[src/hdl/asp_pkg.sv]
package asp_pkg;

  localparam int FIFO_DEPTH = 64;  // power of two, 64..256
  localparam int PTR_W      = $clog2(FIFO_DEPTH);
  localparam int WADDR_W    = PTR_W - 1;
  localparam int WORDS      = FIFO_DEPTH / 2;
  localparam int CNT_W      = PTR_W + 1;
  localparam int THR_W      = 7;
  localparam int CMP_W      = (CNT_W > THR_W) ? CNT_W : THR_W;
  localparam int ACT_W      = 3;
  localparam int DATA_W     = 16;
  localparam int BYTE_W     = 8;
  localparam int LVL_W      = 10;
  localparam int STEP_W     = 4;
  localparam int WAIT_W     = 14;
  localparam int LEFT_W     = 12;
  localparam int RATE_W     = 6;

  localparam logic [THR_W-1:0] THR_RST = 7'd48;

  localparam int LVL_MAX      = 255;
  localparam int LVL_MIN      = -256;
  localparam int STEP_MAX     = 15;
  localparam int SILENCE_UNIT = 160;
  localparam int BLOCK_LEN    = 256;
  localparam int AUDIO_SHIFT  = 7;

  // control word bits
  localparam int CW_BUSY   = 15;
  localparam int CW_IRQ_EN = 14;
  localparam int CW_ENABLE = 11;
  localparam int CW_VOL_HI = 2;

  typedef enum logic [ACT_W-1:0] {
    ACT_TICK    = 3'd0,
    ACT_CTRL_WR = 3'd1,
    ACT_DATA_WR = 3'd2,
    ACT_CTRL_RD = 3'd3,
    ACT_DATA_RD = 3'd4
  } act_e;

  typedef enum logic [1:0] {
    CMD_SILENCE = 2'b00,
    CMD_BLOCK   = 2'b01,
    CMD_COUNTED = 2'b10,
    CMD_REPEAT  = 2'b11
  } cmd_e;

  typedef enum logic [2:0] {
    S_IDLE,
    S_NIB,
    S_CMD,
    S_CNT,
    S_RATE,
    S_MUL
  } seq_e;

  typedef struct packed {
    logic [ACT_W-1:0]  action;
    logic [DATA_W-1:0] write_value;
  } item_t;

  typedef struct packed {
    logic [DATA_W-1:0]        read_data;
    logic signed [DATA_W-1:0] audio_sample;
    logic                     sample_valid;
    logic                     irq;
  } res_t;

  // delta magnitudes per step state; the upper nibble bit gives the sign
  localparam logic [7:0] DELTA_MAG [16][8] = '{
    '{8'd0, 8'd0,  8'd1,  8'd2,  8'd3,  8'd5,   8'd7,   8'd10 },
    '{8'd0, 8'd1,  8'd2,  8'd3,  8'd4,  8'd6,   8'd8,   8'd13 },
    '{8'd0, 8'd1,  8'd2,  8'd4,  8'd5,  8'd7,   8'd10,  8'd15 },
    '{8'd0, 8'd1,  8'd3,  8'd4,  8'd6,  8'd9,   8'd13,  8'd19 },
    '{8'd0, 8'd2,  8'd3,  8'd5,  8'd8,  8'd11,  8'd15,  8'd23 },
    '{8'd0, 8'd2,  8'd4,  8'd7,  8'd10, 8'd14,  8'd19,  8'd29 },
    '{8'd0, 8'd3,  8'd5,  8'd8,  8'd12, 8'd16,  8'd22,  8'd33 },
    '{8'd1, 8'd4,  8'd7,  8'd10, 8'd15, 8'd20,  8'd29,  8'd43 },
    '{8'd1, 8'd4,  8'd8,  8'd13, 8'd18, 8'd25,  8'd35,  8'd53 },
    '{8'd1, 8'd6,  8'd10, 8'd16, 8'd22, 8'd31,  8'd43,  8'd64 },
    '{8'd2, 8'd7,  8'd12, 8'd19, 8'd27, 8'd37,  8'd51,  8'd76 },
    '{8'd2, 8'd9,  8'd16, 8'd24, 8'd34, 8'd46,  8'd64,  8'd96 },
    '{8'd3, 8'd11, 8'd19, 8'd29, 8'd41, 8'd57,  8'd79,  8'd117},
    '{8'd4, 8'd13, 8'd24, 8'd36, 8'd50, 8'd69,  8'd96,  8'd143},
    '{8'd4, 8'd16, 8'd29, 8'd44, 8'd62, 8'd85,  8'd118, 8'd175},
    '{8'd6, 8'd20, 8'd36, 8'd54, 8'd76, 8'd104, 8'd144, 8'd214}
  };

  localparam logic signed [2:0] STEP_MOVE [8] = '{
    -3'sd1, -3'sd1, 3'sd0, 3'sd0, 3'sd1, 3'sd2, 3'sd2, 3'sd3
  };

  function automatic logic signed [8:0] delta_of(input logic [STEP_W-1:0] step,
                                                 input logic [3:0] nib);
    logic [8:0] mag;
    mag = {1'b0, DELTA_MAG[step][nib[2:0]]};
    return nib[3] ? $signed(9'd0 - mag) : $signed(mag);
  endfunction

endpackage

[src/hdl/asp_if.sv]
interface asp_item_if;
  logic                           valid;
  logic                           ready;
  logic [asp_pkg::ACT_W-1:0]      action;
  logic [asp_pkg::DATA_W-1:0]     write_value;

  modport source (output valid, action, write_value, input ready);
  modport sink   (input valid, action, write_value, output ready);
endinterface

interface asp_result_if;
  logic                              valid;
  logic                              ready;
  logic [asp_pkg::DATA_W-1:0]        read_data;
  logic signed [asp_pkg::DATA_W-1:0] audio_sample;
  logic                              sample_valid;
  logic                              irq;

  modport source (output valid, read_data, audio_sample, sample_valid, irq, input ready);
  modport sink   (input valid, read_data, audio_sample, sample_valid, irq, output ready);
endinterface

interface asp_cfg_if;
  logic                          valid;
  logic                          ready;
  logic [asp_pkg::THR_W-1:0]     irq_level;

  modport source (output valid, irq_level, input ready);
  modport sink   (input valid, irq_level, output ready);
endinterface

[src/hdl/asp_ram.sv]
module asp_ram #(
  parameter int WIDTH = 16,
  parameter int DEPTH = 32
) (
  input  logic                     clk_i,
  input  logic                     we_i,
  input  logic [$clog2(DEPTH)-1:0] waddr_i,
  input  logic [WIDTH-1:0]         wdata_i,
  input  logic                     re_i,
  input  logic [$clog2(DEPTH)-1:0] raddr_i,
  output logic [WIDTH-1:0]         rdata_o
);

  logic [WIDTH-1:0] mem [DEPTH];
  logic [WIDTH-1:0] rdata_q;

  always_ff @(posedge clk_i) begin
    if (we_i) begin
      mem[waddr_i] <= wdata_i;
    end
    if (re_i) begin
      rdata_q <= mem[raddr_i];
    end
  end

  assign rdata_o = rdata_q;

endmodule

[src/hdl/asp_dec.sv]
module asp_dec (
  input  logic [asp_pkg::STEP_W-1:0]       step_i,
  input  logic signed [asp_pkg::LVL_W-1:0] lvl_i,
  input  logic [3:0]                       nib_i,
  output logic [asp_pkg::STEP_W-1:0]       step_o,
  output logic signed [asp_pkg::LVL_W-1:0] lvl_o
);

  logic signed [8:0]              delta;
  logic signed [asp_pkg::LVL_W:0] sum;
  logic signed [2:0]              mv;
  logic signed [5:0]              st;

  always_comb begin
    delta = asp_pkg::delta_of(step_i, nib_i);
    sum   = $signed({lvl_i[asp_pkg::LVL_W-1], lvl_i}) + $signed({{2{delta[8]}}, delta});
    if (sum > $signed(11'(asp_pkg::LVL_MAX))) begin
      lvl_o = $signed(10'(asp_pkg::LVL_MAX));
    end else if (sum < $signed(11'(asp_pkg::LVL_MIN))) begin
      lvl_o = $signed(10'(asp_pkg::LVL_MIN));
    end else begin
      lvl_o = sum[asp_pkg::LVL_W-1:0];
    end

    mv = asp_pkg::STEP_MOVE[nib_i[2:0]];
    st = $signed({2'b00, step_i}) + $signed({{3{mv[2]}}, mv});
    if (st < 6'sd0) begin
      step_o = '0;
    end else if (st > $signed(6'(asp_pkg::STEP_MAX))) begin
      step_o = 4'(asp_pkg::STEP_MAX);
    end else begin
      step_o = st[asp_pkg::STEP_W-1:0];
    end
  end

endmodule

[src/hdl/asp_core.sv]
module asp_core (
  input  logic                       clk_i,
  input  logic                       rst_ni,
  input  logic                       accept_i,
  input  asp_pkg::item_t             item_i,
  input  logic [asp_pkg::THR_W-1:0]  thresh_i,
  output logic                       idle_o,
  output logic                       done_o,
  output asp_pkg::res_t              res_o
);

  localparam int PW = asp_pkg::PTR_W;

  asp_pkg::seq_e state_q, state_d;

  logic                              empty_q, empty_d;
  logic [PW-1:0]                     rp_q, rp_d;
  logic [PW-1:0]                     wp_q, wp_d;
  logic [asp_pkg::DATA_W-1:0]        cw_q, cw_d;
  logic [asp_pkg::STEP_W-1:0]        step_q, step_d;
  logic signed [asp_pkg::LVL_W-1:0]  lvl_q, lvl_d;
  logic [4:0]                        pend_q, pend_d;
  logic [asp_pkg::WAIT_W-1:0]        wait_q, wait_d;
  logic [asp_pkg::LEFT_W-1:0]        left_q, left_d;
  logic [asp_pkg::RATE_W-1:0]        rate_q, rate_d;
  logic [asp_pkg::BYTE_W-1:0]        cmd_q, cmd_d;
  logic signed [asp_pkg::DATA_W-1:0] audio_q, audio_d;
  logic                              sel_q, sel_d;
  logic                              zero_q, zero_d;

  logic                              ram_we;
  logic                              pop;
  logic [asp_pkg::DATA_W-1:0]        ram_rdata;
  logic [asp_pkg::BYTE_W-1:0]        pbyte;
  logic [PW-1:0]                     rp_inc;
  logic [PW-1:0]                     lvl_diff;
  logic [PW-1:0]                     fill_diff;
  logic [asp_pkg::CNT_W-1:0]         cnt;
  logic [3:0]                        nib;
  logic [asp_pkg::STEP_W-1:0]        dec_step;
  logic signed [asp_pkg::LVL_W-1:0]  dec_lvl;
  logic signed [asp_pkg::LVL_W-1:0]  lvl_shr;
  logic signed [asp_pkg::DATA_W-1:0] audio_now;
  logic [8:0]                        cnt_base;
  logic [3:0]                        rep;
  logic                              is_tick;

  asp_ram #(
    .WIDTH (asp_pkg::DATA_W),
    .DEPTH (asp_pkg::WORDS)
  ) u_fifo_ram (
    .clk_i   (clk_i),
    .we_i    (ram_we),
    .waddr_i (wp_q[PW-1:1]),
    .wdata_i (item_i.write_value),
    .re_i    (pop),
    .raddr_i (rp_q[PW-1:1]),
    .rdata_o (ram_rdata)
  );

  // even byte address holds the high byte of a written word
  assign pbyte = zero_q ? '0 : (sel_q ? ram_rdata[7:0] : ram_rdata[15:8]);
  assign nib   = (state_q == asp_pkg::S_NIB) ? pbyte[7:4] : pend_q[3:0];

  asp_dec u_dec (
    .step_i (step_q),
    .lvl_i  (lvl_q),
    .nib_i  (nib),
    .step_o (dec_step),
    .lvl_o  (dec_lvl)
  );

  // arithmetic shift floors, matching the rounding of the sample scaling
  assign lvl_shr   = lvl_q >>> cw_q[asp_pkg::CW_VOL_HI:0];
  assign audio_now = $signed({{(asp_pkg::DATA_W-asp_pkg::LVL_W){lvl_shr[asp_pkg::LVL_W-1]}},
                              lvl_shr} << asp_pkg::AUDIO_SHIFT);

  assign cnt_base = {1'b0, pbyte} + 9'd1;
  assign rep      = {1'b0, cmd_q[2:0]} + 4'd1;
  assign rp_inc   = rp_q + PW'(1);
  assign lvl_diff = rp_q - wp_q;

  always_comb begin
    state_d = state_q;
    empty_d = empty_q;
    rp_d    = rp_q;
    wp_d    = wp_q;
    cw_d    = cw_q;
    step_d  = step_q;
    lvl_d   = lvl_q;
    pend_d  = pend_q;
    wait_d  = wait_q;
    left_d  = left_q;
    rate_d  = rate_q;
    cmd_d   = cmd_q;
    audio_d = audio_q;
    sel_d   = sel_q;
    zero_d  = zero_q;
    ram_we  = 1'b0;
    pop     = 1'b0;
    done_o  = 1'b0;
    res_o   = '0;
    is_tick = (state_q != asp_pkg::S_IDLE);

    case (state_q)
      asp_pkg::S_IDLE: begin
        if (accept_i) begin
          is_tick = (item_i.action == asp_pkg::ACT_TICK);
          case (item_i.action)
            asp_pkg::ACT_TICK: begin
              audio_d = audio_now;
              if (!cw_q[asp_pkg::CW_ENABLE]) begin
                done_o = 1'b1;
              end else if (wait_q != '0) begin
                wait_d = wait_q - 14'd1;
                done_o = 1'b1;
              end else if (left_q != '0) begin
                left_d = left_q - 12'd1;
                if (pend_q[4]) begin
                  lvl_d  = dec_lvl;
                  step_d = dec_step;
                  pend_d = '0;
                  wait_d = {{(asp_pkg::WAIT_W-asp_pkg::RATE_W){1'b0}}, rate_q};
                  done_o = 1'b1;
                end else begin
                  pop     = 1'b1;
                  state_d = asp_pkg::S_NIB;
                end
              end else begin
                pop     = 1'b1;
                state_d = asp_pkg::S_CMD;
              end
            end
            asp_pkg::ACT_CTRL_WR: begin
              if (item_i.write_value[asp_pkg::CW_BUSY]) begin
                empty_d = 1'b1;
                rp_d    = '0;
                wp_d    = '0;
                step_d  = '0;
                lvl_d   = '0;
                pend_d  = '0;
                wait_d  = '0;
                left_d  = '0;
                rate_d  = '0;
                cw_d    = {1'b0, item_i.write_value[asp_pkg::CW_BUSY-1:0]};
              end else begin
                cw_d = {cw_q[asp_pkg::CW_BUSY], item_i.write_value[asp_pkg::CW_BUSY-1:0]};
              end
              done_o = 1'b1;
            end
            asp_pkg::ACT_DATA_WR: begin
              if (empty_q) begin
                rp_d    = wp_q;
                empty_d = 1'b0;
              end
              ram_we = 1'b1;
              wp_d   = wp_q + PW'(2);
              done_o = 1'b1;
            end
            asp_pkg::ACT_CTRL_RD: begin
              res_o.read_data = cw_q;
              done_o          = 1'b1;
            end
            asp_pkg::ACT_DATA_RD: begin
              res_o.read_data = empty_q ? 16'(asp_pkg::FIFO_DEPTH - 1)
                                        : {{(asp_pkg::DATA_W-PW){1'b0}}, lvl_diff};
              done_o          = 1'b1;
            end
            default: begin
              done_o = 1'b1;
            end
          endcase
        end
      end
      asp_pkg::S_NIB: begin
        pend_d  = {1'b1, pbyte[3:0]};
        lvl_d   = dec_lvl;
        step_d  = dec_step;
        wait_d  = {{(asp_pkg::WAIT_W-asp_pkg::RATE_W){1'b0}}, rate_q};
        done_o  = 1'b1;
        state_d = asp_pkg::S_IDLE;
      end
      asp_pkg::S_CMD: begin
        cmd_d             = pbyte;
        cw_d[asp_pkg::CW_BUSY] = |pbyte;
        case (pbyte[7:6])
          asp_pkg::CMD_SILENCE: begin
            lvl_d   = '0;
            step_d  = '0;
            wait_d  = 14'(pbyte[5:0]) * 14'(asp_pkg::SILENCE_UNIT);
            done_o  = 1'b1;
            state_d = asp_pkg::S_IDLE;
          end
          asp_pkg::CMD_BLOCK: begin
            rate_d  = pbyte[5:0];
            left_d  = 12'(asp_pkg::BLOCK_LEN);
            done_o  = 1'b1;
            state_d = asp_pkg::S_IDLE;
          end
          asp_pkg::CMD_COUNTED: begin
            rate_d  = pbyte[5:0];
            pop     = 1'b1;
            state_d = asp_pkg::S_CNT;
          end
          default: begin
            pop     = 1'b1;
            state_d = asp_pkg::S_RATE;
          end
        endcase
      end
      asp_pkg::S_CNT: begin
        left_d  = {3'b000, cnt_base};
        done_o  = 1'b1;
        state_d = asp_pkg::S_IDLE;
      end
      asp_pkg::S_RATE: begin
        rate_d  = pbyte[5:0];
        wait_d  = {{(asp_pkg::WAIT_W-asp_pkg::RATE_W){1'b0}}, pbyte[5:0]};
        pop     = 1'b1;
        state_d = asp_pkg::S_MUL;
      end
      asp_pkg::S_MUL: begin
        left_d  = 12'(cnt_base) * 12'(rep);
        done_o  = 1'b1;
        state_d = asp_pkg::S_IDLE;
      end
      default: begin
        state_d = asp_pkg::S_IDLE;
      end
    endcase

    // byte pop: address goes to the RAM now, the byte is picked next cycle
    if (pop) begin
      sel_d  = rp_q[0];
      zero_d = empty_q;
      if (!empty_q) begin
        rp_d = rp_inc;
        if (rp_inc == wp_q) begin
          empty_d = 1'b1;
        end
      end
    end

    fill_diff = wp_d - rp_d;
    if (empty_d) begin
      cnt = '0;
    end else if (rp_d == wp_d) begin
      cnt = asp_pkg::CNT_W'(asp_pkg::FIFO_DEPTH);
    end else begin
      cnt = {1'b0, fill_diff};
    end

    res_o.sample_valid = is_tick;
    res_o.audio_sample = !is_tick ? '0 :
                         (state_q == asp_pkg::S_IDLE) ? audio_now : audio_q;
    res_o.irq          = cw_d[asp_pkg::CW_IRQ_EN] &&
                         (asp_pkg::CMP_W'(cnt) < asp_pkg::CMP_W'(thresh_i));
  end

  assign idle_o = (state_q == asp_pkg::S_IDLE);

  always_ff @(posedge clk_i or negedge rst_ni) begin
    if (!rst_ni) begin
      state_q <= asp_pkg::S_IDLE;
      empty_q <= 1'b1;
      rp_q    <= '0;
      wp_q    <= '0;
      cw_q    <= '0;
      step_q  <= '0;
      lvl_q   <= '0;
      pend_q  <= '0;
      wait_q  <= '0;
      left_q  <= '0;
      rate_q  <= '0;
    end else begin
      state_q <= state_d;
      empty_q <= empty_d;
      rp_q    <= rp_d;
      wp_q    <= wp_d;
      cw_q    <= cw_d;
      step_q  <= step_d;
      lvl_q   <= lvl_d;
      pend_q  <= pend_d;
      wait_q  <= wait_d;
      left_q  <= left_d;
      rate_q  <= rate_d;
    end
  end

  always_ff @(posedge clk_i) begin
    cmd_q   <= cmd_d;
    audio_q <= audio_d;
    sel_q   <= sel_d;
    zero_q  <= zero_d;
  end

endmodule

[src/hdl/adpcm_speech_fifo_player_top.sv]
// A result reaches the output register in the cycle after its item is taken; a tick
// popping FIFO bytes runs S_NIB (nibble fetch), S_CMD (command), S_CMD, S_CNT (counted)
// or S_CMD, S_RATE, S_MUL (repeat). Throughput: 1 item per cycle unless the result
// waits unread or a popping tick holds input, reading bytes via the single RAM read port.
// Reset (async, active low): FIFO empty, pointers and decoder state cleared, threshold 48;
// the FIFO RAM itself is not cleared and the block takes items right after reset.
module adpcm_speech_fifo_player_top (
  input  logic          clk_i,
  input  logic          rst_ni,
  asp_item_if.sink      item_i,
  asp_result_if.source  result_o,
  asp_cfg_if.sink       cfg_i
);

  logic [asp_pkg::THR_W-1:0] thr_q;
  logic                      out_valid_q;
  asp_pkg::res_t             out_q;
  asp_pkg::res_t             core_res;
  asp_pkg::item_t            item;
  logic                      core_idle;
  logic                      core_done;
  logic                      accept;

  assign cfg_i.ready  = 1'b1;
  assign item_i.ready = core_idle && (!out_valid_q || result_o.ready);
  assign accept       = item_i.valid && item_i.ready;
  assign item         = '{action: item_i.action, write_value: item_i.write_value};

  always_ff @(posedge clk_i or negedge rst_ni) begin
    if (!rst_ni) begin
      thr_q <= asp_pkg::THR_RST;
    end else if (cfg_i.valid && cfg_i.ready) begin
      thr_q <= cfg_i.irq_level;
    end
  end

  asp_core u_core (
    .clk_i    (clk_i),
    .rst_ni   (rst_ni),
    .accept_i (accept),
    .item_i   (item),
    .thresh_i (thr_q),
    .idle_o   (core_idle),
    .done_o   (core_done),
    .res_o    (core_res)
  );

  always_ff @(posedge clk_i or negedge rst_ni) begin
    if (!rst_ni) begin
      out_valid_q <= 1'b0;
    end else if (core_done) begin
      out_valid_q <= 1'b1;
    end else if (result_o.ready) begin
      out_valid_q <= 1'b0;
    end
  end

  always_ff @(posedge clk_i) begin
    if (core_done) begin
      out_q <= core_res;
    end
  end

  assign result_o.valid        = out_valid_q;
  assign result_o.read_data    = out_q.read_data;
  assign result_o.audio_sample = out_q.audio_sample;
  assign result_o.sample_valid = out_q.sample_valid;
  assign result_o.irq          = out_q.irq;

  // a multi-cycle tick finishes only into an empty output register
  a_finish_slot_free: assert property (@(posedge clk_i) disable iff (!rst_ni)
    (core_done && !core_idle) |-> !out_valid_q)
    else $error("multi-cycle item finished while output register held a result");

  // an item that does not finish at once keeps the sequencer busy
  a_busy_after_pop: assert property (@(posedge clk_i) disable iff (!rst_ni)
    (accept && !core_done) |=> !core_idle)
    else $error("sequencer idle after an item left pending");

  // tick results never carry read data
  a_tick_no_read: assert property (@(posedge clk_i) disable iff (!rst_ni)
    (result_o.valid && result_o.sample_valid) |-> (result_o.read_data == '0))
    else $error("tick result with nonzero read data");

endmodule
[src/flat_wrapper.sv]
// flat-port wrapper written by rule: the top's interface ports become plain ports
module adpcm_speech_fifo_player_top_flat 
  (clk_i, rst_ni, item_i_valid, item_i_action, item_i_write_value, item_i_ready, result_o_valid, result_o_read_data, result_o_audio_sample, result_o_sample_valid, result_o_irq, result_o_ready, cfg_i_valid, cfg_i_irq_level, cfg_i_ready);
  asp_item_if item_i_i ();
  asp_result_if result_o_i ();
  asp_cfg_if cfg_i_i ();
  input  logic clk_i;
  input  logic rst_ni;
  input wire logic [$bits(item_i_i.valid)-1:0] item_i_valid;
  input wire logic [$bits(item_i_i.action)-1:0] item_i_action;
  input wire logic [$bits(item_i_i.write_value)-1:0] item_i_write_value;
  output wire logic [$bits(item_i_i.ready)-1:0] item_i_ready;
  output wire logic [$bits(result_o_i.valid)-1:0] result_o_valid;
  output wire logic [$bits(result_o_i.read_data)-1:0] result_o_read_data;
  output wire logic [$bits(result_o_i.audio_sample)-1:0] result_o_audio_sample;
  output wire logic [$bits(result_o_i.sample_valid)-1:0] result_o_sample_valid;
  output wire logic [$bits(result_o_i.irq)-1:0] result_o_irq;
  input wire logic [$bits(result_o_i.ready)-1:0] result_o_ready;
  input wire logic [$bits(cfg_i_i.valid)-1:0] cfg_i_valid;
  input wire logic [$bits(cfg_i_i.irq_level)-1:0] cfg_i_irq_level;
  output wire logic [$bits(cfg_i_i.ready)-1:0] cfg_i_ready;
  assign item_i_i.valid = item_i_valid;
  assign item_i_i.action = item_i_action;
  assign item_i_i.write_value = item_i_write_value;
  assign item_i_ready = item_i_i.ready;
  assign result_o_valid = result_o_i.valid;
  assign result_o_read_data = result_o_i.read_data;
  assign result_o_audio_sample = result_o_i.audio_sample;
  assign result_o_sample_valid = result_o_i.sample_valid;
  assign result_o_irq = result_o_i.irq;
  assign result_o_i.ready = result_o_ready;
  assign cfg_i_i.valid = cfg_i_valid;
  assign cfg_i_i.irq_level = cfg_i_irq_level;
  assign cfg_i_ready = cfg_i_i.ready;
  adpcm_speech_fifo_player_top u_core (.clk_i(clk_i), .rst_ni(rst_ni), .item_i(item_i_i), .result_o(result_o_i), .cfg_i(cfg_i_i));
endmodule
[config.mk]
export PLATFORM = sky130hd
export DESIGN_NAME = adpcm_speech_fifo_player_top_flat
export DESIGN_NICKNAME = d
export VERILOG_FILES = /design/src/hdl/asp_pkg.sv /design/src/hdl/asp_if.sv /design/src/hdl/asp_ram.sv /design/src/hdl/asp_dec.sv /design/src/hdl/asp_core.sv /design/src/hdl/adpcm_speech_fifo_player_top.sv /design/src/flat_wrapper.sv
export SDC_FILE = /design/constraint.sdc
export NUM_CORES = 1
export LEC_CHECK = 0
export BUFFER_PORTS_ARGS = -buffer_cell sky130_fd_sc_hd__buf_4
export CAP_MARGIN = 20
export CORE_MARGIN = 2
export CORE_UTILIZATION = 52
export CTS_BUF_LIST = sky130_fd_sc_hd__clkbuf_8 sky130_fd_sc_hd__clkbuf_16
export DETAILED_ROUTE_END_ITERATION = 8
export MAX_ROUTING_LAYER = met4
export PLACE_DENSITY = 0.68
export RECOVER_POWER = 50
export SLEW_MARGIN = 0
export SYNTH_ARGS = -nofsm -noshare
export SYNTH_HDL_FRONTEND = slang
export SYNTH_HIERARCHICAL = 1
export SYNTH_SLANG_ARGS = --single-unit
[constraint.sdc]
create_clock -name clk_i -period 5.3 [get_ports clk_i]
set_input_delay 0.265 -clock clk_i [delete_from_list [all_inputs] [get_ports clk_i]]
set_output_delay 0.265 -clock clk_i [all_outputs]
set_load 0.02 [all_outputs]
* Word-level counts from Yosys, hierarchy flattened
Memories as Yosys holds them, arrays and structs flattened. A register that Yosys moved wholly into a read port is not among the register bits.
Index checks and enable logic that the tools add are counted.
** Storage, ports and cells
- Bits in registers :: 132
- Bits in latches :: 0
- RAM bits :: 512
- Memory bits (read-only) :: 1048
- Bits of input ports :: 31
- Output and inout bits :: 37
- Word-level logic and storage cells :: 238
- Memories kept :: 3
** Memories
- (no name shown) :: words 16, bits a word 64, rd ports 1, clocked after memory_dff 0, write ports 0, line asp_pkg.sv:97 : mag = {1'b0, DELTA_MAG[step][nib[2:0]]};
- u_core.u_core.u_fifo_ram.mem :: words 32, bits a word 16, rd ports 1, clocked after memory_dff 1, write ports 1, line asp_ram.sv:14 : logic [WIDTH-1:0] mem [DEPTH];
- (no name shown) :: words 8, bits a word 3, rd ports 1, clocked after memory_dff 0, write ports 0, line asp_dec.sv:25 : mv = asp_pkg::STEP_MOVE[nib_i[2:0]];
** Operators by class
- Add/sub/neg operators :: 11
- Multipliers :: 2
- Div/mod/pow operators :: 0
- Magnitude comparators :: 7
- Equal/unequal tests :: 31
- Shifts and indexed selects :: 1
- Multiplexer cells :: 124
- Bitwise logic cells :: 2
- Reductions and logical operators :: 33
** Operators with widths (count)
- $mux 64 :: 2
- $mux 14 :: 7
- $mux 10 :: 9
- $mux 6 :: 14
- $mux 12 :: 6
- $mux 16 :: 4
- $pmux 14 s4 :: 1
- $pmux 12 s4 :: 1
- $mux 4 :: 11
- $mux 8 :: 4
- $pmux 16 s2 :: 1
- $pmux 10 s3 :: 1
- $mux 1 :: 29
- $pmux 14 s2 :: 1
- $mux 5 :: 5
- $bmux 8 s3 :: 1
- $mux 3 :: 8
- $pmux 12 s2 :: 1
- $pmux 6 s2 :: 2
- $reduce_and 8->1 :: 3
- $ne 3x3->1 const B :: 7
- $pmux 10 s2 :: 1
- $pmux 5 s2 :: 2
- $pmux 6 s3 :: 1
- other kinds (59) :: 89

* Depth between registers and ports, before layout
Gate-level depths: netlist of the first run.
- Depth after elaboration :: 20
- Depth in mapped cells :: 26
- Depth with buffers taken out :: 24

* Cells and area by module
Netlist of the first run, hierarchy kept.
** By module, submodules not included
- asp_ram :: instances 1, cells each 1143, area each 20694.8 um^2, seq. area each 15855.2 um^2
- asp_core :: instances 1, cells each 934, area each 7930.1 um^2, seq. area each 2498.6 um^2
- asp_dec :: instances 1, cells each 314, area each 2341.0 um^2, seq. area each 0.0 um^2
- adpcm_speech_fifo_player_top :: instances 1, cells each 56, area each 1376.3 um^2, seq. area each 1223.7 um^2

* Worst setup path before layout of the first run
OpenSTA, ideal clock, no wires.
- Kind :: flip-flop to flip-flop
- From :: register u_core.u_core.sel_q
- To :: register u_core.out_q (netlist bit u_core/result_o.irq), data pin
- Library setup time :: 0.176 ns
- Data arrival time :: 5.120 ns
- Data required time :: 5.124 ns
- Slack :: 0.004 ns
- Cell stages (with the launch flop) :: 27
- Clock period less this slack :: 5.296 ns
- Cells stage by stage :: edfxtp_1 -> clkbuf_1 -> buf_2 -> nand2b_1 -> a21oi_1 -> inv_1 -> ha_1 -> or4b_2 -> a21oi_1 -> a41oi_2 -> clkinv_1 -> nand2_1 -> nand2_1 -> o21ai_0 -> a221oi_1 -> ha_1 -> o21ai_0 -> a21oi_1 -> o21ai_0 -> nand2b_1 -> nand2b_1 -> o31ai_1 -> ha_1 -> nor2b_1 -> o21ai_0 -> nand2_1 -> nor4_1
** RTL lines
- start: declaration :: line asp_core.sv:28 : logic sel_q, sel_d;
- start signal: assignment :: line asp_core.sv:293 : sel_q <= sel_d;
- end signal: assignment :: line adpcm_speech_fifo_player_top.sv:60 : out_q <= core_res;
- end: declaration :: line adpcm_speech_fifo_player_top.sv:17 : asp_pkg::res_t out_q;

* Worst setup path in the final report of the first run
- From :: register u_core.u_core.sel_q
- To :: register u_core/u_core/lvl_q[3] in the netlist's numbering
** On the way
- Longest elaborated chain between the ends :: 20
- Elaborated cells between the ends (all ways) :: 24
** RTL lines
- $mux 8 * (2 in series) :: line asp_core.sv:62 : assign pbyte = zero_q ? '0 : (sel_q ? ram_rdata[7:0] : ram_rdata[15:8]);
- $mux 4 * :: line asp_core.sv:63 : assign nib = (state_q == asp_pkg::S_NIB) ? pbyte[7:4] : pend_q[3:0];
- via u_core.u_core.nib[0] :: line asp_core.sv:39 : logic [3:0] nib;
- $not 3->4 (not written as such) * :: line asp_pkg.sv:97
- $bmux 8 s3 * :: line asp_pkg.sv:97
- $mux 8 (not written as such) * (2 in series) :: line asp_pkg.sv:97
- $sub 1x8->9 :: line asp_pkg.sv:98 : return nib[3] ? $signed(9'd0 - mag) : $signed(mag);
- $mux 9 * :: line asp_pkg.sv:98
- [4 not listed]
- via u_core.u_core.dec_lvl, one bit :: line asp_core.sv:41 : logic signed [asp_pkg::LVL_W-1:0] dec_lvl;
- $mux 10 :: line asp_core.sv:119 : if (pend_q[4]) begin
- $mux 10 :: line asp_core.sv:117 : end else if (left_q != '0) begin
- $mux 10 :: line asp_core.sv:114 : end else if (wait_q != '0) begin
- $mux 10 :: line asp_core.sv:112 : if (!cw_q[asp_pkg::CW_ENABLE]) begin
- $pmux 10 s2 :: line asp_core.sv:109 : case (item_i.action)
- $mux 10 :: line asp_core.sv:107 : if (accept_i) begin
- $pmux 10 s3 * :: line asp_core.sv:105 : case (state_q)
- end signal: assignment :: line asp_core.sv:282 : lvl_q <= lvl_d;
- end: declaration :: line asp_core.sv:21 : logic signed [asp_pkg::LVL_W-1:0] lvl_q, lvl_d;
Mark *: on every way through the listed nets, which the timed path passes. The rest lies on a longest branch. The select of a mux whose other input is x is not followed.
A chain may end at the register's enable or synchronous reset.

==> results of run 1 <==
==> through the flow <==
stage | cells | util [%] | instance area, sq um
finish | 3454 | 58.6 | 36100
global route | 3454 | 58.6 | 36100
CTS | 3446 | 58.6 | 36100
detailed placement | 3308 | 54.8 | 33800
global placement | 3308 | 54.8 | 33800
floorplan | 2453 | - | 32400
==> registers in the layout, summed over array words and instances, names as in the netlist, 9 cells and up <==
| name | count |
|---|---|
| u_core/u_core/u_fifo_ram/mem | 512 |
| u_core/u_core/u_fifo_ram/rdata_o | 16 |
| u_core/u_core/lvl_q | 10 |
| u_core/u_core/left_q | 12 |
| u_core/result_o.read_data | 16 |
| u_core/u_core/cw_q | 16 |
| u_core/u_core/audio_q | 9 |
| u_core/result_o.audio_sample | 16 |
| u_core/u_core/wait_q | 14 |
==> cell families after synthesis <==
| logic type | share of synthesized area [%] |
|---|---|
| mux | 10.2 |
| simple gates | 8.79 |
| buf+inv | 3.99 |
| flops | 60.5 |
| xor+xnor | 1.52 |
| other cells | 0.0232 |
| compound gates | 10.8 |
| fa+ha+maj | 4.15 |
==> power by group <==
group | switching (mW) | internal (mW)
sequential | 0.328 | 5.96
combinational | 2.70 | 1.90
clock | 2.04 | 2.65
==> repair_timing <==
item                                    4_1_cts  5_1_grt
endpoints found under the setup margin        8        9
setup buffers                                 1        7
pin swaps                                     1        9
cloned                                        0        1
hold buffers                                 11        0
endpoints found under the hold margin        67        0
resized for setup                             2       35
==> synth_stat cells, types with 52 or more instances <==
cell / number / share of area (%)
a21oi_1: 107 / 1.7
a22oi_1: 79 / 1.8
clkbuf_1: 60 / 0.70
dfrtp_1: 88 / 6.8
edfxtp_1: 576 / 53
ha_1: 77 / 3.0
inv_1: 81 / 0.94
mux2i_1: 276 / 8.5
nand2_1: 164 / 1.9
nand3_1: 52 / 0.80
nor2_1: 120 / 1.4
o21ai_0: 105 / 1.6
==> metal layers <==
metal / routed length, microns / vias up / track usage [%]
met5: 0 / - / -
met4: 1450 / 0 / 5.70
met3: 4320 / 116 / 3.53
met2: 40200 / 644 / 43.0
met1: 32700 / 10400 / 32.5
li1: - / 9527 / -
==> critical path: stages (launching register included) <==
cell and delay [ns]:
edfxtp_1 0.39, buf_6 0.15, mux2i_4 0.27, nor2_4 0.07, mux2_4 0.34, a21oi_1 0.14
a211oi_1 0.07, or4_1 0.47, a32o_2 0.31, buf_4 0.17, or3_1 0.40, o211ai_1 0.21
ha_2 0.33, and3_1 0.20, a221o_1 0.34, a21oi_2 0.21, buf_4 0.15, a211oi_2 0.07
buf_4 0.19, o32ai_2 0.28, nand2_1 0.08, o21ai_0 0.13
==> final timing paths <==
path,start,end,cells past startpoint
worst min register to register,u_core/u_core/pend_q[1]$_DFFE_PN0P_,u_core/u_core/pend_q[1]$_DFFE_PN0P_,2
min in group asynchronous,rst_ni,u_core/u_core/step_q[0]$_DFFE_PN0P_,2
worst min-delay path,cfg_i_valid,u_core/thr_q[3]$_DFFE_PN0P_,2
worst max-delay path,u_core/u_core/sel_q$_DFFE_PN_,u_core/u_core/lvl_q[3]$_DFFE_PN0P_,21
worst max register to register,u_core/u_core/sel_q$_DFFE_PN_,u_core/u_core/lvl_q[3]$_DFFE_PN0P_,21
max in group asynchronous,rst_ni,u_core/u_core/rp_q[1]$_DFF_PN0_,3
==> area by class of cell <==
class | instances | share of cell area [%]
tap | 837 | 2.90
multi-input combinational | 1552 | 32.2
clock inverter | 52 | 1.20
sequential | 667 | 54.3
timing repair buffer | 186 | 3.50
clock buffer | 74 | 5.01
inverter | 86 | 0.895
==> results.md, run 1 <==
- CTS buffer count: 70
- Post-Route Setup TNS: 0 ns
- FP Rows: 91
- Dpl ws: -0.114 ns
- Post-route ant nets: 0
- Root Buffer: clkbuf_16
- Syn_area_per_cell: 13.2 sq um
- GR Overflow Total: 0
- Largest net degree at the start of global routing: 120
- Max VDD drop: 0.316 mV
- Die extent in x: 253 microns
- Final Slew Violations: 605
- Final setup viols: 0
- WL per Instance: 22.8 microns
- Worst Skew: 0.0473 ns
- Crit path DAT: 5.58 ns
- Worst-margin pin slew: 3.53 ns
- Relative slew slack: -136%
- DR iter-0 viols: 1,672
- HPWL after DPL: 50,600 microns
- WS Path Type: reg -> reg
- Drt pass-1 iters: 6
- Port Buf Inserts: 66
- Outcome: finished, violations left
- Initial antenna violation count: 1
- Commonest non-fill, non-tap cell in the layout: edfxtp_1
- Final GP Congestion: 0.906
- Die area: 64,200 sq um
- Most frequent cells in the layout: edfxtp_1, mux2i_1, nand2_1
- Clock sink total: 667
- Mapped Cells: 2,447
- Inserted Diodes: 0
- Maximum clock path buffer count: 3
- Total number of vias: 20,700
- # DRC: 0
- Clk slew on worst S/H paths: 0.06 ns
- Via density: 6.00
- Die Y-Extent: 253 microns
- Leak: 12.7 nW
- Final Cycle Share: 96.0%
- HP Class: in -> reg
- Clk_lat worst skew: 0.64 ns
- H-Tree Depth: 3
- Tmin final: 5.09 ns
- Syn. warnings: 6
- Gr usage total: 25.3%
- # IOs: 68
- Critical Path Fanout Max: 8
- Vias in the first global route: 20,600
- Synthesized cell area: 32,300 sq um
- Reg-to-reg slack, setup: 0.21 ns
- Pwr/cell area: 432 nW/um^2
- Tot Pwr: 15.6 mW
- First-pass GRT wire length: 120,000 microns
- Top_reg_cell synth: edfxtp_1
- Max-Cap Viols: 17
- Failing checks: hold timing, capacitance limit, slew limit
- Sequential-to-total area share from yosys stat: 60.5%
- Clock tree from TritonCTS: built
- Post-synth cell types: 100
- CP startpoint kind: flip-flop
- Initial Util: 52.5%
- FILL cells: 4,936
- FF+latch area: 19,600 sq um
- Fmax: 197 MHz
- Setup crit end kind: flip-flop
- Async SR Flop Fraction: 13.6%
- Post-synth EDFFs: 576
- Routed wire length: 78,700 microns
- Fin worst setup slack: 0.212 ns
- Worst EP required: 5.79 ns
- Area delta synth->final: 11.5%
- Seq cells post-synth: 667
- Footprint of the multi-input gates: 11,600 sq um
- Endpoints failing hold: 1
- Hold_ws: -0.00488 ns
- Final net count: 2,690
- Core Footprint: 61,600 sq um
- Layout cell share with drive strength beyond 1: 12.2%
Power figures use the tool's default switching activity.
==> run 2, diff against run 1 <==
SYNTH_HIERARCHICAL = not set   (was 1)
==> results.md, run 2 <==
- Design Area, Final: 35,400 sq um (was 36,100 sq um)
- Leak: 12.4 nW (was 12.7 nW)
- CP bufs+invs: 1 (was 4)
- Total number of vias: 18,600 (was 20,700)
- Final net count: 2,344 (was 2,690)
- Root Buffer: clkbuf_16 (unchanged)
- Internal Power: 10.4 mW (was 10.5 mW)
- Most frequent cells in the layout: edfxtp_1, mux4_2, nand2_1 (was edfxtp_1, mux2i_1, nand2_1)
- Most frequent CP cell: a21o_1 (was buf_4)
- Core Footprint: 59,000 sq um (was 61,600 sq um)
- Post-synth cell types: 90 (was 100)
- Met3 WL: 5360 microns (was 4320 microns)
- Met2 WL: 38,400 microns (was 40,200 microns)
- Top-count cell post-synth: edfxtp_1 (unchanged)
- Fin worst setup slack: 0.230 ns (was 0.212 ns)
- CP startpoint kind: flip-flop (unchanged)
- Critical Path Fanout Max: 8 (unchanged)
- Final Cycle Share: 95.7% (was 96.0%)
- Maximum clock path buffer count: 3 (unchanged)
- Via density: 6.09 (was 6.00)
- HP Class: in -> reg (unchanged)
- CP max stage cell: dfrtp_1 (was or4_1)
- Relative slew slack: -52.9% (was -136%)
- Final setup viols: 0 (unchanged)
- Area share of the largest cell type after synthesis: 55.1% (was 53.5%)
- Final Slew Violations: 408 (was 605)
- Comb power frac: 23.9% (was 29.5%)
- Sequential share of power: 42.2% (was 40.4%)
- Cell count after placement: 2,895 (was 3,308)
- Die area: 61,600 sq um (was 64,200 sq um)
- Final GP Congestion: 0.949 (was 0.906)
- Crit path max-delay family: compound AO/OA/AOI/OAI gates (unchanged)
- Net Switching: 4.28 mW (was 5.06 mW)
- Clock tree from TritonCTS: built (unchanged)
- Setup crit end kind: flip-flop (unchanged)
- Gr usage total: 26.0% (was 25.3%)
- Layout cell share with drive strength beyond 1: 22.1% (was 12.2%)
- Synth cell count leaders: edfxtp_1, mux4_2, nand2_1, nor2_1, o21ai_0 (was edfxtp_1, mux2i_1, nand2_1, nor2_1, a21oi_1)
- Failing checks: capacitance limit, slew limit (was hold timing, capacitance limit, slew limit)
- GR Overflow Total: 0 (unchanged)
- Commonest non-fill, non-tap cell in the layout: edfxtp_1 (unchanged)
- Seq cells post-synth: 660 (was 667)
- Port Buf Inserts: 59 (was 66)
- Worst-margin pin slew: 2.29 ns (was 3.53 ns)
- Initial Util: 52.5% (about the same)
- Top post-synthesis cells by area: edfxtp_1, mux4_2, dfrtp_1, ha_1, nand2_1 (was edfxtp_1, mux2i_1, dfrtp_1, ha_1, nand2_1)
- Slowest stage delay, CP: 0.42 ns (was 0.47 ns)
- DR iter-0 viols: 1,752 (was 1,672)
- Die extent in x: 248 microns (was 253 microns)
- First-pass GRT wire length: 115,000 microns (was 120,000 microns)
- Dpl ws: 0.0561 ns (was -0.114 ns)
- Worst Skew: 0.0189 ns (was 0.0473 ns)
- Synthesized cell area: 31,000 sq um (was 32,300 sq um)
- Largest Register: u_core.u_core.u_fifo_ram.mem (was u_core/u_core/u_fifo_ram/mem)
- # IOs: 68 (unchanged)
- Tot Pwr: 14.7 mW (was 15.6 mW)
- Fmax: 197 MHz (about the same)
- Post-route ant nets: 0 (unchanged)
- Mapped Cells: 2,060 (was 2,447)
- Tmin final: 5.07 ns (was 5.09 ns)
- Drt pass-1 iters: 5 (was 6)
- Clock share of power: 33.9% (was 30.1%)
- Post-synth EDFFs: 569 (was 576)
- Syn. warnings: 0 (was 6)
- Routed wire length: 76,100 microns (was 78,700 microns)
- Number of flip-flops in the largest register: 512 (unchanged)
- Die Y-Extent: 248 microns (was 253 microns)
- Crit path DAT: 5.54 ns (was 5.58 ns)
- Syn_area_per_cell: 15.0 sq um (was 13.2 sq um)
- Endpoints failing hold: 0 (was 1)
- Pwr/cell area: 416 nW/um^2 (was 432 nW/um^2)
- # DRC: 0 (unchanged)
- Worst EP required: 5.77 ns (was 5.79 ns)
- Leading area contributor after synthesis: edfxtp_1 (unchanged)
- Max-Cap Viols: 13 (was 17)
- WL met1: 30,200 microns (was 32,700 microns)
- H-Tree Depth: 3 (unchanged)
- Cells along the critical path: buf_4 -> ha_1 -> mux2i_1 -> o221ai_1 -> a21boi_0 -> a2bb2o_1 -> a22o_1 -> a22oi_4 -> nor2_1 -> xnor2_1 -> ha_1 -> a21o_1 -> a21o_1 -> a21o_1 -> a21oi_1 -> nor2b_1 -> or3_1 -> o22a_2 -> nor3_2 -> nor4bb_4 -> o21ai_4 -> o311ai_2 (was buf_6 -> mux2i_4 -> nor2_4 -> mux2_4 -> a21oi_1 -> a211oi_1 -> or4_1 -> a32o_2 -> buf_4 -> or3_1 -> o211ai_1 -> ha_2 -> and3_1 -> a221o_1 -> a21oi_2 -> buf_4 -> a211oi_2 -> buf_4 -> o32ai_2 -> nand2_1 -> o21ai_0)
- Placed Area: 32,900 sq um (was 33,800 sq um)
- Largest net degree at the start of global routing: 70 (was 120)
- HPWL after DPL: 47,700 microns (was 50,600 microns)
- Sequential-to-total area share from yosys stat: 62.5% (was 60.5%)
- Sw Share: 29.1% (was 32.5%)
- Clock sink total: 660 (was 667)
- FP Rows: 89 (was 91)
- Outcome: finished, violations left (unchanged)
- Top_reg_cell synth: edfxtp_1 (unchanged)
- Clk slew on worst S/H paths: 0.06 ns (about the same)
- Clk_lat worst skew: 0.62 ns (was 0.64 ns)
- Highest metal used: met4 (unchanged)
- Vias in the first global route: 18,800 (was 20,600)
- Initial antenna violation count: 4 (was 1)
- Final Non-Filler Cells: 3,047 (was 3,454)
- WS Path Type: reg -> reg (unchanged)
- Area delta synth->final: 14.3% (was 11.5%)
- CTS buffer count: 69 (was 70)
- Async SR Flop Fraction: 13.8% (was 13.6%)
- Max VDD drop: 0.321 mV (was 0.316 mV)
- WL per Instance: 25.0 microns (was 22.8 microns)
[run 2: changes by cell type in the layout (fill, tap and decap cells not counted), moves of 17 or more]
cell     previous run  this run
mux2i_1           275        24
mux4_2              3       162
a22oi_1            79        13
a22o_1             49        16
nor2_1            119        92
nor2_2              0        27
nand3_1            52        29
a21oi_1           102        81
nand2_1           161       143
nand4_1            22         5
nor3_1             41        24
[run 2: routing by layer]
layer / vias up / global-route usage (%)
met4: 0 / 7.69
met2: 656 / 42.8
met5: - / -
met3: 144 / 4.48
li1: 8283 / -
met1: 9468 / 33.4
[run 2: cell type report]
type                    instances  area, sq um
inverters                      88          330
clock inverters                50          497
diodes                          3         7.51
clock buffers                  76         1850
flip-flops and latches        660        19400
fillers                      4478        23600
multi-input cells            1204        11000
repair buffers                193         1360
well taps                     773          967
[run 2: worst paths after layout]
kind | cells past startpoint | slack (ns) | end | startpoint
setup / recovery | 22 | 0.23 | u_core.u_core.lvl_q[2]$_DFFE_PN0P_ | u_core.u_core.step_q[0]$_DFFE_PN0P_
hold / removal | 3 | 0.05 | u_core.result_o.valid$_DFFE_PN0P_ | result_o_ready
setup reg to reg | 22 | 0.23 | u_core.u_core.lvl_q[2]$_DFFE_PN0P_ | u_core.u_core.step_q[0]$_DFFE_PN0P_
hold reg to reg | 2 | 0.49 | u_core.u_core.rate_q[1]$_DFFE_PN0P_ | u_core.u_core.rate_q[1]$_DFFE_PN0P_
max in group asynchronous | 3 | 1.81 | u_core.u_core.rp_q[2]$_DFF_PN0_ | rst_ni
min in group asynchronous | 2 | 0.89 | u_core.u_core.left_q[10]$_DFFE_PN0P_ | rst_ni
[run 2: cells by family (layout without fill, tap and decap cells)]
group	after synthesis	count (layout)	share of synthesized area, %
flops	660	660	62.5
simple gates	444	444	6.83
compound gates	371	371	8.01
mux	227	227	14.0
buf+inv	202	407	2.63
fa+ha+maj	97	97	4.38
xor+xnor	57	57	1.61
other cells	2	11	0.0242
[run 2: worst min-delay path: stages]
cell	delay, ns
buf_4	0.07
nand2b_1	0.19
nand2b_1	0.08
[run 2: power by group through the flow]
stage,registers [mW],clock network (mW),logic (mW)
after CTS,6.20,5.09,3.51
after global placement,6.29,0,3.43
final,6.21,4.99,3.52
after floorplan,6.16,0,2.55
after detailed placement,6.30,0,3.47
after global routing,6.25,5.26,3.86
[run 2: per-stage QoR]
step	hold WS [ns]	util, %	TNS [ns]
2_1_floorplan	-0.0306	-	0
3_3_place_gp	0.282	55.7	0
3_5_place_dp	0.283	55.8	0
4_1_cts	0.00213	60.1	0
5_1_grt	0.0350	60.0	-0.170
6_report	0.0472	60.0	0
[run 2: what timing repair did]
action	CTS	global route
gates resized for setup	0	33
hold buffers	21	0
setup buffers	0	1
hold endpoints to repair	42	0
setup endpoints to repair	0	12
==> run 3, diff against run 2 <==
CTS_BUF_LIST = sky130_fd_sc_hd__clkbuf_8   (was sky130_fd_sc_hd__clkbuf_8 sky130_fd_sc_hd__clkbuf_16)
==> results.md, run 3 (same netlist as run 2, synthesis figures left out) <==
- Final setup viols: 0 (unchanged)
- H-Tree Depth: 3 (unchanged)
- Gr usage total: 25.7% (was 26.0%)
- Critical Path Fanout Max: 16 (was 8)
- Tmin final: 5.07 ns (about the same)
- Reg-to-reg slack, setup: 0.23 ns (about the same)
- Final Cycle Share: 95.7% (about the same)
- Routed wire length: 75,700 microns (was 76,100 microns)
- Pwr/cell area: 390 nW/um^2 (was 416 nW/um^2)
- Final net count: 2,398 (was 2,344)
- Largest Register: u_core.u_core.u_fifo_ram.mem (unchanged)
- Die extent in x: 248 microns (unchanged)
- Worst-margin pin slew: 2.28 ns (was 2.29 ns)
- Clock tree from TritonCTS: built (unchanged)
- Tot Pwr: 13.7 mW (was 14.7 mW)
- Commonest non-fill, non-tap cell in the layout: edfxtp_1 (unchanged)
- FP Rows: 89 (unchanged)
- Maximum clock path buffer count: 3 (unchanged)
- Root Buffer: clkbuf_8 (was clkbuf_16)
- Initial antenna violation count: 3 (was 4)
- Outcome: finished, violations left (unchanged)
- Final Slew Violations: 408 (unchanged)
- WL per Instance: 24.3 microns (was 25.0 microns)
- WS Path Type: reg -> reg (unchanged)
- Placed Area: 32,900 sq um (unchanged)
- GR Overflow Total: 0 (unchanged)
- Largest net degree at the start of global routing: 70 (unchanged)
- Layout cell share with drive strength beyond 1: 22.6% (was 22.1%)
- Initial Util: 52.5% (unchanged)
- HP Class: in -> reg (unchanged)
- Clk_lat worst skew: 0.72 ns (was 0.62 ns)
- Drt pass-1 iters: 6 (was 5)
- Most frequent cells in the layout: edfxtp_1, mux4_2, nand2_1 (unchanged)
- Post-route ant nets: 0 (unchanged)
- Total number of vias: 18,800 (was 18,600)
- First-pass GRT wire length: 114,000 microns (was 115,000 microns)
- Worst EP required: 5.85 ns (was 5.77 ns)
- # DRC: 0 (unchanged)
- Max-Cap Viols: 12 (was 13)
- DR iter-0 viols: 1,599 (was 1,752)
- Number of flip-flops in the largest register: 512 (unchanged)
- Design Area, Final: 35,200 sq um (was 35,400 sq um)
- Worst Skew: 0.0341 ns (was 0.0189 ns)
- Via density: 6.02 (was 6.09)
- Clk slew on worst S/H paths: 0.06 ns (about the same)
- Endpoints failing hold: 0 (unchanged)
- Die area: 61,600 sq um (unchanged)
- Final GP Congestion: 0.949 (unchanged)
- Max VDD drop: 0.290 mV (was 0.321 mV)
- Vias in the first global route: 19,000 (was 18,800)
- Area delta synth->final: 13.4% (was 14.3%)
- Setup crit end kind: flip-flop (unchanged)
- Die Y-Extent: 248 microns (unchanged)
- Port Buf Inserts: 59 (unchanged)
- Final core occ: 59.6% (was 60.0%)
- # IOs: 68 (unchanged)
- CP startpoint kind: flip-flop (unchanged)
- Fmax: 197 MHz (about the same)
- Failing checks: capacitance limit, slew limit (unchanged)
- HPWL after DPL: 47,700 microns (unchanged)
- CTS buffer count: 104 (was 69)
- Relative slew slack: -51.9% (was -52.9%)
- Leak: 12.4 nW (about the same)
- Clock sink total: 660 (unchanged)
- Core Footprint: 59,000 sq um (unchanged)
- Crit path DAT: 5.62 ns (was 5.54 ns)
-- run 3: worst paths after layout --
kind | from | endpoint | depth (start not counted)
worst max register to register | u_core.u_core.state_q[1]$_DFFE_PN0P_ | u_core.u_core.lvl_q[2]$_DFFE_PN0P_ | 20
max in group asynchronous | rst_ni | u_core.u_core.rp_q[2]$_DFF_PN0_ | 3
worst max-delay path | u_core.u_core.state_q[1]$_DFFE_PN0P_ | u_core.u_core.lvl_q[2]$_DFFE_PN0P_ | 20
min in group asynchronous | rst_ni | u_core.u_core.wait_q[12]$_DFFE_PN0P_ | 2
worst min register to register | u_core.u_core.rate_q[1]$_DFFE_PN0P_ | u_core.u_core.rate_q[1]$_DFFE_PN0P_ | 2
worst min-delay path | item_i_action[0] | u_core.result_o.read_data[1]$_SDFFCE_PN0P_ | 4
-- run 3: per-stage QoR --
step	setup TNS [ns]	std cells	hold WS (ns)	setup WS [ns]
2_1_floorplan	0	2066	-0.0306	0.139
3_3_place_gp	0	2892	0.282	0.129
3_5_place_dp	0	2895	0.283	0.0561
4_1_cts	0	3110	0.0531	0.0418
5_1_grt	-0.0303	3117	0.150	-0.0185
6_report	0	3117	0.121	0.227
-- run 3: cell type report --
cell class              instances  area [sq um]
diodes                          2          5.00
fillers                      4524         23900
inverters                      88           330
multi-input cells            1204         11100
clock buffers                 107          1470
clock inverters                71           400
flip-flops and latches        660         19400
repair buffers                212          1550
well taps                     773           967
-- run 3: worst max-delay path: stages, from the launching register on --
cell and delay (ns):
dfrtp_1 0.42, or3b_1 0.44, buf_4 0.23, and2_1 0.20, a21oi_1 0.44, nand3_1 0.29, a22oi_4 0.26, nor2_1 0.07
xnor2_1 0.12, ha_1 0.32, a21o_1 0.23, a21o_1 0.19, a21o_1 0.18, a21oi_1 0.15, nor2b_1 0.07, or3_1 0.31
o22a_2 0.24, nor3_2 0.25, nor4bb_4 0.09, o21ai_4 0.27, o311ai_2 0.15
-- run 3: power breakdown --
part | switching (mW) | total [mW] | internal [mW]
Clock | 1.99 | 3.97 | 1.98
Combinational | 1.89 | 3.53 | 1.64
Sequential | 0.321 | 6.21 | 5.89
-- run 3: what timing repair did --
item                                    in CTS  in global routing
gates resized for setup                      0                 39
setup buffers                                0                  4
hold endpoints to repair                   520                  0
endpoints found under the setup margin       0                 12
hold buffers                                37                  0
-- run 3: per-layer routing --
metal,GRT usage (%),up-vias,wire [microns]
met5,-,-,0
li1,-,8380,-
met2,42.6,742,38400
met3,4.20,147,5190
met4,7.58,0,1830
met1,33.0,9509,30200
